--- config.mk ---
export PLATFORM = sky130hd
export DESIGN_NAME = quoted_printable_encoder
export DESIGN_NICKNAME = d
export VERILOG_FILES = /design/src/rtl/qpe_pkg.sv /design/src/rtl/qpe_front.sv /design/src/rtl/qpe_fifo.sv /design/src/rtl/qpe_back.sv /design/src/rtl/quoted_printable_encoder.sv
export SDC_FILE = /design/constraint.sdc
export NUM_CORES = 1
export LEC_CHECK = 0
export BUFFER_PORTS_ARGS = -buffer_cell sky130_fd_sc_hd__buf_2
export CORE_MARGIN = 10
export CORE_UTILIZATION = 35
export DETAILED_ROUTE_END_ITERATION = 7
export PLACE_DENSITY = 0.6
export SYNTH_ARGS = -nofsm -noshare
export SYNTH_HDL_FRONTEND = slang
export SYNTH_SLANG_ARGS = --single-unit
export TNS_END_PERCENT = 100
--- constraint.sdc ---
create_clock -name clk -period 6.8 [get_ports clk]
set_input_delay 0 -clock clk [delete_from_list [all_inputs] [get_ports clk]]
set_output_delay 0 -clock clk [all_outputs]
set_load 0.05 [all_outputs]
--- src/rtl/qpe_pkg.sv ---
// Shared types, character constants and helpers of the quoted-printable encoder.
package qpe_pkg;

	// Character codes
	localparam logic [7:0] CH_EQ  = 8'h3D;
	localparam logic [7:0] CH_CR  = 8'h0D;
	localparam logic [7:0] CH_LF  = 8'h0A;
	localparam logic [7:0] CH_SP  = 8'h20;
	localparam logic [7:0] CH_TAB = 8'h09;

	// Held blank codes
	localparam logic [1:0] BLANK_NONE = 2'd0;
	localparam logic [1:0] BLANK_TAB  = 2'd1;
	localparam logic [1:0] BLANK_SP   = 2'd2;

	// Configuration register indexes
	localparam int         CFG_IDX_W      = 3;
	localparam logic [2:0] CFG_Q_MODE     = 3'd0;
	localparam logic [2:0] CFG_LIT_MAP_0  = 3'd1;
	localparam logic [2:0] CFG_LIT_MAP_1  = 3'd2;
	localparam logic [2:0] CFG_LIT_MAP_2  = 3'd3;
	localparam logic [2:0] CFG_LIT_MAP_3  = 3'd4;

	// Command slots and queue
	localparam int NUM_SLOTS   = 4;
	localparam int SLOT_W      = $clog2(NUM_SLOTS);
	localparam int QUEUE_DEPTH = 2;
	localparam int QPTR_W      = $clog2(QUEUE_DEPTH);

	// Piece kinds carried out by the back end
	typedef enum logic [1:0] {
		OP_LIT,    // literal byte, one-byte room check
		OP_ESC,    // =XX, three-byte room check
		OP_TRAIL,  // trailing blank: one-byte check, then =XX
		OP_HARD    // hard line break CR LF
	} qpe_op_t;

	typedef struct packed {
		logic      vld;
		qpe_op_t   op;
		logic [7:0] data;
	} qpe_slot_t;

	typedef struct packed {
		qpe_slot_t [NUM_SLOTS-1:0] slot;
		logic                      last;
	} qpe_cmd_t;

	// Upper-case hex digit
	function automatic logic [7:0] hex_digit(input logic [3:0] n);
		logic [7:0] r;
		if (n < 4'd10) begin
			r = 8'h30 + {4'd0, n};
		end else begin
			r = 8'h37 + {4'd0, n};
		end
		return r;
	endfunction

endpackage

--- src/rtl/qpe_front.sv ---
// Front end: accepts source bytes, tracks held blank and CR, builds piece commands.
module qpe_front (
	input  logic               clk,
	input  logic               arst_n,
	input  logic               in_valid,
	output logic               in_ready,
	input  logic [7:0]         in_byte,
	input  logic               in_last,
	input  logic               q_mode,
	input  logic [255:0]       lit_map,
	input  logic               queue_full,
	output logic               push,
	output qpe_pkg::qpe_cmd_t  push_cmd
);
	import qpe_pkg::*;

	logic [1:0] hb_q;
	logic       hc_q;
	logic [1:0] nb_mid;
	logic       nc_mid;
	logic       is_lit, is_cr, is_lf, is_tab, is_sp;
	logic       cr_hold, consumed, has_out, accept;
	logic [7:0] blank_b;
	logic [7:0] blank_new;
	qpe_cmd_t   cmd;

	assign in_ready = !queue_full;
	assign accept   = in_valid && in_ready;

	// Classify the byte
	always_comb begin
		is_lit    = lit_map[in_byte];
		is_cr     = (in_byte == CH_CR);
		is_lf     = (in_byte == CH_LF);
		is_tab    = (in_byte == CH_TAB);
		is_sp     = (in_byte == CH_SP);
		blank_b   = (hb_q == BLANK_TAB) ? CH_TAB : CH_SP;
		cr_hold   = !is_lit && is_cr && !q_mode;
		consumed  = hc_q && is_lf && !q_mode;
	end

	// Build the command: held blank, held CR, this byte, end flush
	always_comb begin
		cmd      = '0;
		cmd.last = in_last;
		if (hc_q) begin
			if (hb_q != BLANK_NONE) begin
				cmd.slot[0] = '{vld: 1'b1, op: consumed ? OP_TRAIL : OP_LIT, data: blank_b};
			end
			cmd.slot[1] = '{vld: 1'b1, op: consumed ? OP_HARD : OP_ESC, data: CH_CR};
		end else if (hb_q != BLANK_NONE && (!cr_hold || in_last)) begin
			cmd.slot[0] = '{vld: 1'b1, op: OP_LIT, data: blank_b};
		end

		// state after this byte, before the end flush
		if (consumed) begin
			nb_mid = BLANK_NONE;
		end else if (is_lit && is_tab) begin
			nb_mid = BLANK_TAB;
		end else if (is_lit && is_sp) begin
			nb_mid = BLANK_SP;
		end else if (cr_hold && !hc_q) begin
			nb_mid = hb_q;
		end else begin
			nb_mid = BLANK_NONE;
		end
		nc_mid = !consumed && cr_hold;

		if (!consumed) begin
			if (is_lit && !is_tab && !is_sp) begin
				cmd.slot[2] = '{vld: 1'b1, op: OP_LIT, data: in_byte};
			end else if (!is_lit && !cr_hold) begin
				cmd.slot[2] = '{vld: 1'b1, op: OP_ESC, data: in_byte};
			end
		end

		blank_new = (nb_mid == BLANK_TAB) ? CH_TAB : CH_SP;
		if (in_last) begin
			if (nc_mid) begin
				cmd.slot[3] = '{vld: 1'b1, op: OP_ESC, data: CH_CR};
			end else if (nb_mid != BLANK_NONE) begin
				cmd.slot[3] = '{vld: 1'b1, op: OP_TRAIL, data: blank_new};
			end
		end

		has_out = cmd.slot[0].vld | cmd.slot[1].vld | cmd.slot[2].vld | cmd.slot[3].vld;
	end

	assign push     = accept && has_out;
	assign push_cmd = cmd;

	// Held byte state
	always_ff @(posedge clk or negedge arst_n) begin
		if (!arst_n) begin
			hb_q <= BLANK_NONE;
			hc_q <= 1'b0;
		end else if (accept) begin
			hb_q <= in_last ? BLANK_NONE : nb_mid;
			hc_q <= in_last ? 1'b0 : nc_mid;
		end
	end

endmodule

--- src/rtl/qpe_fifo.sv ---
// Short command queue between front and back end.
module qpe_fifo (
	input  logic               clk,
	input  logic               arst_n,
	input  logic               push,
	input  qpe_pkg::qpe_cmd_t  push_cmd,
	output logic               full,
	input  logic               pop,
	output logic               pop_valid,
	output qpe_pkg::qpe_cmd_t  pop_cmd
);
	import qpe_pkg::*;

	qpe_cmd_t          mem_q [QUEUE_DEPTH];
	logic [QPTR_W-1:0] wr_q, rd_q;
	logic [QPTR_W:0]   cnt_q;

	assign full      = (cnt_q == (QPTR_W+1)'(QUEUE_DEPTH));
	assign pop_valid = (cnt_q != '0);
	assign pop_cmd   = mem_q[rd_q];

	// Storage
	always_ff @(posedge clk) begin
		if (push) begin
			mem_q[wr_q] <= push_cmd;
		end
	end

	// Pointers and fill count
	always_ff @(posedge clk or negedge arst_n) begin
		if (!arst_n) begin
			wr_q  <= '0;
			rd_q  <= '0;
			cnt_q <= '0;
		end else begin
			if (push) begin
				wr_q <= (wr_q == QPTR_W'(QUEUE_DEPTH-1)) ? '0 : wr_q + 1'b1;
			end
			if (pop) begin
				rd_q <= (rd_q == QPTR_W'(QUEUE_DEPTH-1)) ? '0 : rd_q + 1'b1;
			end
			if (push && !pop) begin
				cnt_q <= cnt_q + 1'b1;
			end else if (pop && !push) begin
				cnt_q <= cnt_q - 1'b1;
			end
		end
	end

endmodule

--- src/rtl/qpe_back.sv ---
// Back end: walks command pieces, adds soft breaks, emits one byte per unstalled cycle.
module qpe_back #(
	parameter int LINE_LIMIT = 76
) (
	input  logic               clk,
	input  logic               arst_n,
	input  logic               q_mode,
	input  logic               cmd_valid,
	input  qpe_pkg::qpe_cmd_t  cmd,
	output logic               cmd_pop,
	output logic               out_valid,
	input  logic               out_ready,
	output logic [7:0]         out_byte,
	output logic               out_run_end,
	output logic               out_stream_end
);
	import qpe_pkg::*;

	localparam logic [7:0] LIMIT = 8'(LINE_LIMIT);

	logic [SLOT_W-1:0] slot_q;
	logic [3:0]        pos_q;
	logic [6:0]        ll_q;
	logic              out_valid_q;
	logic [7:0]        out_byte_q;
	logic              run_end_q, stream_end_q;

	logic [SLOT_W-1:0] cur;
	logic              more;
	qpe_slot_t         s;
	logic [7:0]        sz1, sum_a, sum_b;
	logic [6:0]        l1, ll_fin;
	logic              brk_a, brk_b;
	logic [3:0]        last_pos, p;
	logic [7:0]        byte_c;
	logic              slot_done, cmd_done, adv;

	// Select the current piece: first valid slot at or after slot_q
	always_comb begin
		cur  = SLOT_W'(NUM_SLOTS-1);
		more = 1'b0;
		for (int i = NUM_SLOTS-1; i >= 0; i--) begin
			if (cmd.slot[i].vld && SLOT_W'(i) >= slot_q) begin
				cur = SLOT_W'(i);
			end
		end
		for (int i = 0; i < NUM_SLOTS; i++) begin
			if (cmd.slot[i].vld && SLOT_W'(i) > cur) begin
				more = 1'b1;
			end
		end
		s = cmd.slot[cur];
	end

	// Room checks and line length after the piece
	always_comb begin
		sz1   = (s.op == OP_LIT || s.op == OP_TRAIL) ? 8'd1 : 8'd3;
		sum_a = {1'b0, ll_q} + sz1;
		brk_a = !q_mode && (s.op != OP_HARD) && (sum_a >= LIMIT);
		l1    = brk_a ? sz1[6:0] : sum_a[6:0];
		sum_b = {1'b0, l1} + 8'd3;
		brk_b = !q_mode && (s.op == OP_TRAIL) && (sum_b >= LIMIT);
		case (s.op)
			OP_HARD:  ll_fin = '0;
			OP_TRAIL: ll_fin = brk_b ? 7'd3 : sum_b[6:0];
			default:  ll_fin = l1;
		endcase
		case (s.op)
			OP_LIT:  last_pos = 4'd6;
			OP_HARD: last_pos = 4'd7;
			default: last_pos = 4'd8;
		endcase
	end

	// Byte position: break one, break two, then body
	always_comb begin
		p = pos_q;
		if (p < 4'd3 && !brk_a) begin
			p = 4'd3;
		end
		if (p >= 4'd3 && p < 4'd6 && !brk_b) begin
			p = 4'd6;
		end
		case (p) inside
			4'd0, 4'd3: byte_c = CH_EQ;
			4'd1, 4'd4: byte_c = CH_CR;
			4'd2, 4'd5: byte_c = CH_LF;
			4'd6: begin
				if (s.op == OP_LIT) begin
					byte_c = s.data;
				end else if (s.op == OP_HARD) begin
					byte_c = CH_CR;
				end else begin
					byte_c = CH_EQ;
				end
			end
			4'd7:    byte_c = (s.op == OP_HARD) ? CH_LF : hex_digit(s.data[7:4]);
			default: byte_c = hex_digit(s.data[3:0]);
		endcase
		slot_done = (p == last_pos);
		cmd_done  = slot_done && !more;
		adv       = cmd_valid && (!out_valid_q || out_ready);
	end

	assign cmd_pop = adv && cmd_done;

	// Sequencer position and line length
	always_ff @(posedge clk or negedge arst_n) begin
		if (!arst_n) begin
			slot_q <= '0;
			pos_q  <= '0;
			ll_q   <= '0;
		end else if (adv) begin
			if (slot_done) begin
				pos_q <= '0;
				if (cmd_done) begin
					slot_q <= '0;
					ll_q   <= cmd.last ? 7'd0 : ll_fin;
				end else begin
					slot_q <= cur + 1'b1;
					ll_q   <= ll_fin;
				end
			end else begin
				pos_q <= p + 4'd1;
			end
		end
	end

	// Output register
	always_ff @(posedge clk or negedge arst_n) begin
		if (!arst_n) begin
			out_valid_q <= 1'b0;
		end else if (adv) begin
			out_valid_q <= 1'b1;
		end else if (out_ready) begin
			out_valid_q <= 1'b0;
		end
	end

	always_ff @(posedge clk) begin
		if (adv) begin
			out_byte_q   <= byte_c;
			run_end_q    <= cmd_done;
			stream_end_q <= cmd_done && cmd.last;
		end
	end

	assign out_valid      = out_valid_q;
	assign out_byte       = out_byte_q;
	assign out_run_end    = run_end_q;
	assign out_stream_end = stream_end_q;

endmodule

--- src/rtl/quoted_printable_encoder.sv ---
// Quoted-printable encoder: one source byte in, encoded bytes out one per cycle while
// m_tready is high. An item's first encoded byte goes through the command queue and
// the output register. An item yields 1 byte if literal, 3 for =XX, plus 3 per soft
// break; held bytes yield none.
// Input is taken every cycle while the two-entry command queue has room.
// arst_n clears held bytes, line length, queue, q_mode and all literal map bits.
module quoted_printable_encoder #(
	parameter int LINE_LIMIT = 76
) (
	input  logic        clk,
	input  logic        arst_n,
	input  logic        s_tvalid,
	output logic        s_tready,
	input  logic [7:0]  s_tdata,    // [7:0] in_byte
	input  logic        s_tlast,    // in_last
	output logic        m_tvalid,
	input  logic        m_tready,
	output logic [7:0]  m_tdata,    // [7:0] out_byte
	output logic        m_tlast,    // out_run_end
	output logic        m_tuser,    // [0] out_stream_end
	input  logic        cfg_valid,
	output logic        cfg_ready,
	input  logic [2:0]  cfg_index,
	input  logic [63:0] cfg_data
);
	import qpe_pkg::*;

	logic         q_mode_q;
	logic [255:0] lit_map_q;
	logic         push, full, pop, pop_valid;
	qpe_cmd_t     push_cmd, pop_cmd;

	assign cfg_ready = 1'b1;

	// Configuration registers
	always_ff @(posedge clk or negedge arst_n) begin
		if (!arst_n) begin
			q_mode_q  <= 1'b0;
			lit_map_q <= '0;
		end else if (cfg_valid && cfg_ready) begin
			unique case (cfg_index)
				CFG_Q_MODE:    q_mode_q           <= cfg_data[0];
				CFG_LIT_MAP_0: lit_map_q[63:0]    <= cfg_data;
				CFG_LIT_MAP_1: lit_map_q[127:64]  <= cfg_data;
				CFG_LIT_MAP_2: lit_map_q[191:128] <= cfg_data;
				CFG_LIT_MAP_3: lit_map_q[255:192] <= cfg_data;
				default: ;
			endcase
		end
	end

	qpe_front u_front (
		.clk        (clk),
		.arst_n     (arst_n),
		.in_valid   (s_tvalid),
		.in_ready   (s_tready),
		.in_byte    (s_tdata),
		.in_last    (s_tlast),
		.q_mode     (q_mode_q),
		.lit_map    (lit_map_q),
		.queue_full (full),
		.push       (push),
		.push_cmd   (push_cmd)
	);

	qpe_fifo u_fifo (
		.clk       (clk),
		.arst_n    (arst_n),
		.push      (push),
		.push_cmd  (push_cmd),
		.full      (full),
		.pop       (pop),
		.pop_valid (pop_valid),
		.pop_cmd   (pop_cmd)
	);

	qpe_back #(
		.LINE_LIMIT (LINE_LIMIT)
	) u_back (
		.clk            (clk),
		.arst_n         (arst_n),
		.q_mode         (q_mode_q),
		.cmd_valid      (pop_valid),
		.cmd            (pop_cmd),
		.cmd_pop        (pop),
		.out_valid      (m_tvalid),
		.out_ready      (m_tready),
		.out_byte       (m_tdata),
		.out_run_end    (m_tlast),
		.out_stream_end (m_tuser)
	);

endmodule

# Word level (Yosys, flattened, before mapping)
# Memory sizes are Yosys's and may differ from the RTL's.
# Index checks and enable logic that the tools add are counted.
# Widths: inputs -> output; s select.
[word_totals]
inputBits = 81
ramBits = 90
elab_cells = 202
output_inout_bits = 13
register_bits = 288
mem_count = 1
[classes]
order_cmp = 16
bitwise_logic = 3
mux = 59
eq_ne = 22
reduce_logical = 70
addsub = 12
[mem_list]
columns = ["memory", "depth", "width", "rd", "rd_ports_with_merged_regs", "wr", "line", "source"]
rows = [
  ["u_fifo.mem_q", 2, 45, 1, 0, 1, "qpe_fifo.sv:14", "qpe_cmd_t mem_q [QUEUE_DEPTH];"],
]
[ops]
columns = ["operator", "count"]
rows = [
  ["$mux 11", 10],
  ["$mux 8", 6],
  ["$logic_and 1x1->1", 34],
  ["$mux 6", 5],
  ["$add 6x4->7 const A", 4],
  ["$mux 7", 4],
  ["$mux 2", 13],
  ["$eq 8x4->1 const B", 3],
  ["$bmux 11 s2", 1],
  ["$eq 4x3->1 const B", 4],
  ["$ge 8x7->1 const B", 2],
  ["$logic_not 1->1", 14],
  ["$pmux 7 s2", 1],
  ["$mux 1", 13],
  ["$mux 4", 3],
  ["$reduce_and 2->1", 6],
  ["$mux 10", 1],
  ["$reduce_bool 2->1", 5],
  ["$lt 8x9->1 const B", 1],
  ["$add 7x2->8 const B", 1],
  ["$add 7x8->8", 1],
  ["$bmux 1 s8", 1],
  ["$eq 4x2->1 const B", 2],
  ["$eq 8x6->1 const B", 1],
  ["30 further kinds", 46],
]

# Longest topological paths before layout
[logic_depth]
depth_word = 26
depth_mapped = 24
mapped_depth_nobuf = 21

# Hierarchy
# Synthesis repeated with hierarchy kept, for this count alone.
[hier_totals]
cells_unflattened = 1358
hier_area_um2 = 19951.6
[by_module_without_submodules]
columns = ["mod", "instances", "seq_area_each_um2", "area_per_inst_um2", "cells_each"]
rows = [
  ["quoted_printable_encoder", 1, 6431.2, 10428.8, 549],
  ["qpe_fifo", 1, 2802.7, 3636.0, 156],
  ["qpe_front", 1, 75.1, 3017.9, 296],
  ["qpe_back", 1, 650.6, 2869.0, 357],
]

# Least setup slack after synthesis
# OpenSTA, ideal clock, no wires.
[synth_path]
kind = "register to register"
from = "register u_fifo.rd_q"
to = "register u_back.out_byte_q[5], in the netlist u_back.out_byte[5] (data pin)"
t_required_ns = 6.539
stages_incl_launch_ff = 24
synth_period_minus_slack_ns = 5.338
arrival_time_ns = 5.077
slack_ns = 1.462
cell_sequence = "dfrtp_1 -> buf_6 -> mux2_4 -> or3_1 -> buf_2 -> a21oi_2 -> nor2_1 -> xnor2_1 -> ha_1 -> inv_1 -> a211oi_1 -> a2111oi_4 -> nand3_2 -> nor2_1 -> o2111ai_1 -> o221a_1 -> inv_2 -> ha_1 -> inv_1 -> nor2_1 -> and2_1 -> clkbuf_1 -> mux2_2 -> a221o_1"
[synth_between]
elab_chain_len = 25
elab_cells_between_ends = 59
[synth_lines]
columns = ["item", "line", "source"]
rows = [
  ["from (decl)", "qpe_fifo.sv:15", "logic [QPTR_W-1:0] wr_q, rd_q;"],
  ["from (signal assigned)", "qpe_fifo.sv:40", "rd_q <= (rd_q == QPTR_W'(QUEUE_DEPTH-1)) ? '0 : rd_q + 1'b1;"],
  ["$mem_v2 2x45 (*)", "--", ""],
  ["$logic_and 1x1->1", "qpe_back.sv:43", "if (cmd.slot[i].vld && SLOT_W'(i) >= slot_q) begin"],
  ["$mux 1", "qpe_back.sv:43", ""],
  ["$mux 2 (2 in series)", "qpe_back.sv:43", ""],
  ["$bmux 11 s2 (*)", "qpe_back.sv:52", "s = cmd.slot[cur];"],
  ["$mux 10 (implied by the code) (*)", "qpe_back.sv:52", ""],
  ["$eq 2x2->1 / $logic_not 2->1 (equally long branches)", "qpe_back.sv:57, qpe_back.sv:62, qpe_back.sv:89", ""],
  ["$logic_or 1x1->1", "qpe_back.sv:57", "sz1 = (s.op == OP_LIT || s.op == OP_TRAIL) ? 8'd1 : 8'd3;"],
  ["[... 6 more ...]", "--", ""],
  ["$ge 8x7->1 / $mux 4 (equally long branches)", "qpe_back.sv:62, qpe_back.sv:78", ""],
  ["$logic_and 1x1->1, or another cell as far along", "qpe_back.sv:62", "brk_b = !q_mode && (s.op == OP_TRAIL) && (sum_b >= LIMIT);"],
  ["$logic_not 1->1 / $logic_and 1x1->1 (equally long branches)", "qpe_back.sv:81", "if (p >= 4'd3 && p < 4'd6 && !brk_b) begin"],
  ["$logic_and 1x1->1", "qpe_back.sv:81", ""],
  ["$mux 4", "qpe_back.sv:81", ""],
  ["$eq 4x3->1 (no line)", "--", ""],
  ["$mux 8 (2 in series)", "qpe_back.sv:84", "case (p) inside"],
  ["$mux 6 (2 in series)", "qpe_back.sv:84", ""],
  ["to (signal assigned)", "qpe_back.sv:142", "out_byte_q <= byte_c;"],
  ["to (decl)", "qpe_back.sv:25", "logic [7:0] out_byte_q;"],
]
# Mark *: on every way between the ends. The rest lies on a longest branch, timed or not. The select of a mux whose other input is x is not followed.
# A chain may end at the register's enable or synchronous reset.

# Final worst setup path
# Ends and elaborated chain as after synthesis.

==> results.json <==
{
  "crit_buf_inv": 3,
  "synth_top_area_share_pct": 42.8,
  "synth_area_leaders": "dfrtp_1, mux2_2, mux4_2, edfxtp_1, nand2_1",
  "dr_total_vias": 10200,
  "cpPeakStageDelay_ns": 0.67,
  "hold_path.class": "in -> reg",
  "grt_setup_unrepaired": "no",
  "cpMostUsedCell": "nor2_1",
  "fin_skew_ns": 0.0201,
  "end_kind": "flip-flop",
  "root_buffer": "clkbuf_16",
  "fin_util_pct": 42.4,
  "startpoint_type": "flip-flop",
  "setup_viol": 0,
  "die_h_um": 235,
  "finalWirelength_mm": 37.7,
  "nets": 1393,
  "post-route-cell-area_um2": 19300,
  "num-fill-cells": 4145,
  "yosys_most_used_dff": "dfrtp_1",
  "ant_nets": 0,
  "setup_tns_ns": 0,
  "yosysUniqueCellTypes": 80,
  "yosysMostFrequentCell": "dfrtp_1",
  "fin_crit_ns": 6.22,
  "grt_first_pass_wirelength_mm": 62.0,
  "power.total_mw": 7.36,
  "fin_crit_sh_pct": 91.5,
  "synth-seq-cells": 332,
  "die-area_um2": 55400,
  "syn_nets": 1246,
  "critPathArrivalTime_ns": 6.51,
  "grt_pass1_vias": 10900,
  "crit-reg2reg-launch": "u_fifo.rd_q$_DFFE_PN0P_",
  "postSynthCellCount": 1151,
  "worstHoldStart": "s_tvalid",
  "crit_start": "u_fifo.rd_q$_DFFE_PN0P_",
  "numCtsBuffers": 37,
  "htree_levels": 2,
  "port_buffers": 92,
  "crit_chain": "mux2i_1, or3_1, a21oi_2, nor2_1, xnor2_1, ha_1, inv_1, a211oi_1, a2111oi_4, nand3_2, nor2_1, o2111ai_1, o221a_1, inv_2, ha_1, inv_1, nor2_1, and2_1, mux2_2, a221o_1",
  "ir_worst_vdd_mv": 0.332,
  "worst_slew_pin_slew_ns": 1.08,
  "fp.coreArea_um2": 45600,
  "synth_top_area_cell": "dfrtp_1",
  "die_x_um": 235,
  "whs_ns": 0.00293,
  "fin_ws_ns": 0.581,
  "area_growth_pct": 19.1,
  "layout.cells.non_filler": 1929,
  "netlist_area_um2": 16200,
  "drc": 0,
  "path_class": "reg -> reg",
  "synth_enable_flop_cells": 54,
  "dpl_cell_area_um2": 17300,
  "initial_core_util_pct": 35.6,
  "place_congestion": 0.907,
  "p_per_area_nw_per_um2": 381,
  "grt_start_max_net_pins": 127,
  "synthArstFlopShare_pct": 83.7,
  "status": "finished clean",
  "wl_per_cell_um": 19.5,
  "dp_cells": 1787,
  "cts_tree": "yes",
  "grt-ovfl-total": 0,
  "clk_path_buf_depth": 3,
  "cap_violations": 0,
  "hpwl_mm": 25.6,
  "preCtsSetupSlack_ns": 0.645,
  "critical-path-top-delay-family": "compound AO/OA/AOI/OAI gates",
  "synth.avg_cell_area_um2": 14.1,
  "dr.pass1.iters": 5,
  "maxSlewHeadroom_pct": 28.0,
  "report.final.slew_viol_count": 0,
  "yosysWarnings": 0,
  "cts.sinks": 332,
  "worstPathRequired_ns": 7.09,
  "crit_slowest_cell": "dfrtp_1",
  "hold_violations": 0,
  "io_pins": 94,
  "p_leak_nw": 7.86,
  "track_usage_pct": 13.6,
  "synth_commonest_cells": "dfrtp_1, mux2_2, mux4_2",
  "antenna_found_initial": 3,
  "clkTransAtPathRegs_ns": 0.06,
  "seq_area_frac_synth_pct": 52.8,
  "drt_iter0_markers": 695,
  "clk_latency_ns": 0.56,
  "via_per_inst": 5.28,
  "path_max_fanout": 11,
  "rows": 78,
  "fmax_mhz": 161,
  "drive_gt1_share_pct": 40.3
}
[worst min-delay path: cells and delay by family]
kind / cells / cell delay (ns)
buffers and inverters: 1 / 0.09
AOI/OAI and AO/OA: 1 / 0.19
and+or+nand+nor: 1 / 0.22
[cells in the final DEF (no fill, tap or decap), types with 5 or more instances in the layout]
master / count
inv_1: 26
a211oi_1: 7
clkbuf_8: 12
o21ai_0: 16
o31ai_1: 6
nor2b_1: 5
a31oi_1: 6
and2_1: 12
mux4_2: 84
a31o_2: 5
o21ai_1: 9
nand3_1: 11
clkbuf_1: 9
nor3_1: 14
o22ai_1: 8
mux2i_1: 19
clkbuf_16: 39
dfrtp_1: 278
dlygate4sd3_1: 72
ha_1: 14
nor2_1: 51
xor2_1: 5
buf_4: 12
o41ai_1: 5
xnor2_1: 9
edfxtp_1: 54
mux2_2: 261
nand2_1: 53
a21oi_1: 28
buf_2: 90
and3_1: 6
[per-layer routing]
layer	vias up	routed length, µm	track usage (%)
met5	-	7	0
met4	2	482	2.83
met3	42	1560	2.95
met2	193	18500	23.1
met1	5283	17200	17.6
li1	4660	-	-
[sequential cells by signal, indices dropped and copies added (netlist names)]
name                   flops
lit_map_q                256
u_fifo.mem_q              44
u_back.out_byte            8
u_back.ll_q                7
u_back.pos_q               4
u_back.slot_q              2
u_fifo.cnt_q               2
u_front.hb_q               2
q_mode_q                   1
u_back.out_run_end         1
u_back.out_stream_end      1
u_back.out_valid           1
u_fifo.rd_q                1
u_fifo.wr_q                1
u_front.hc_q               1
[layout make-up]
| cell class | count | area [µm²] | area share (%) |
|---|---|---|---|
| diodes | 2 | 5.00 | 0.0259 |
| clock buffers | 60 | 1170 | 6.08 |
| clock inverters | 8 | 95.1 | 0.492 |
| inverters | 27 | 101 | 0.524 |
| multi-input cells | 723 | 7310 | 37.8 |
| flip-flops and latches | 332 | 8580 | 44.4 |
| well taps | 600 | 751 | 3.88 |
| repair buffers | 177 | 1320 | 6.81 |
[logic make-up (layout without fill, tap and decap cells)]
kind of cell / after synthesis / in the layout / share of synthesized area [%]
AOI/OAI and AO/OA: 141 / 141 / 6.17
xor gates and xnor gates: 15 / 15 / 0.855
adders and majority gates: 14 / 14 / 1.08
buffers and inverters: 96 / 272 / 2.36
DFF: 332 / 332 / 52.8
muxes: 366 / 366 / 31.1
other: 1 / 3 / 0.0231
and+or+nand+nor: 186 / 186 / 5.59
[where the power goes]
group	switching (mW)	internal, mW	total, mW
clock	0.814	1.23	2.04
sequential	0.286	2.53	2.82
combinational	1.38	1.12	2.50
[final timing paths]
kind	endpoint	slack (ns)	cells past startpoint
setup reg to reg	u_back.out_byte[5]$_SDFFCE_PP1P_	0.58	20
min in group asynchronous	lit_map_q[39]$_DFFE_PN0P_	0.12	2
hold / removal	u_front.hc_q$_DFFE_PN0P_	0.003	3
max in group asynchronous	lit_map_q[207]$_DFFE_PN0P_	5.04	3
hold reg to reg	lit_map_q[142]$_DFFE_PN0P_	0.50	1
setup / recovery	u_back.out_byte[5]$_SDFFCE_PP1P_	0.58	20
[repair_timing]
action                                  CTS  global route
buffers inserted                          0             0
endpoints found under the setup margin    0             1
gates resized for setup                   0             1
hold buffers                             72             0
hold endpoints to repair                403             0
(Power assumes the default switching activity.)
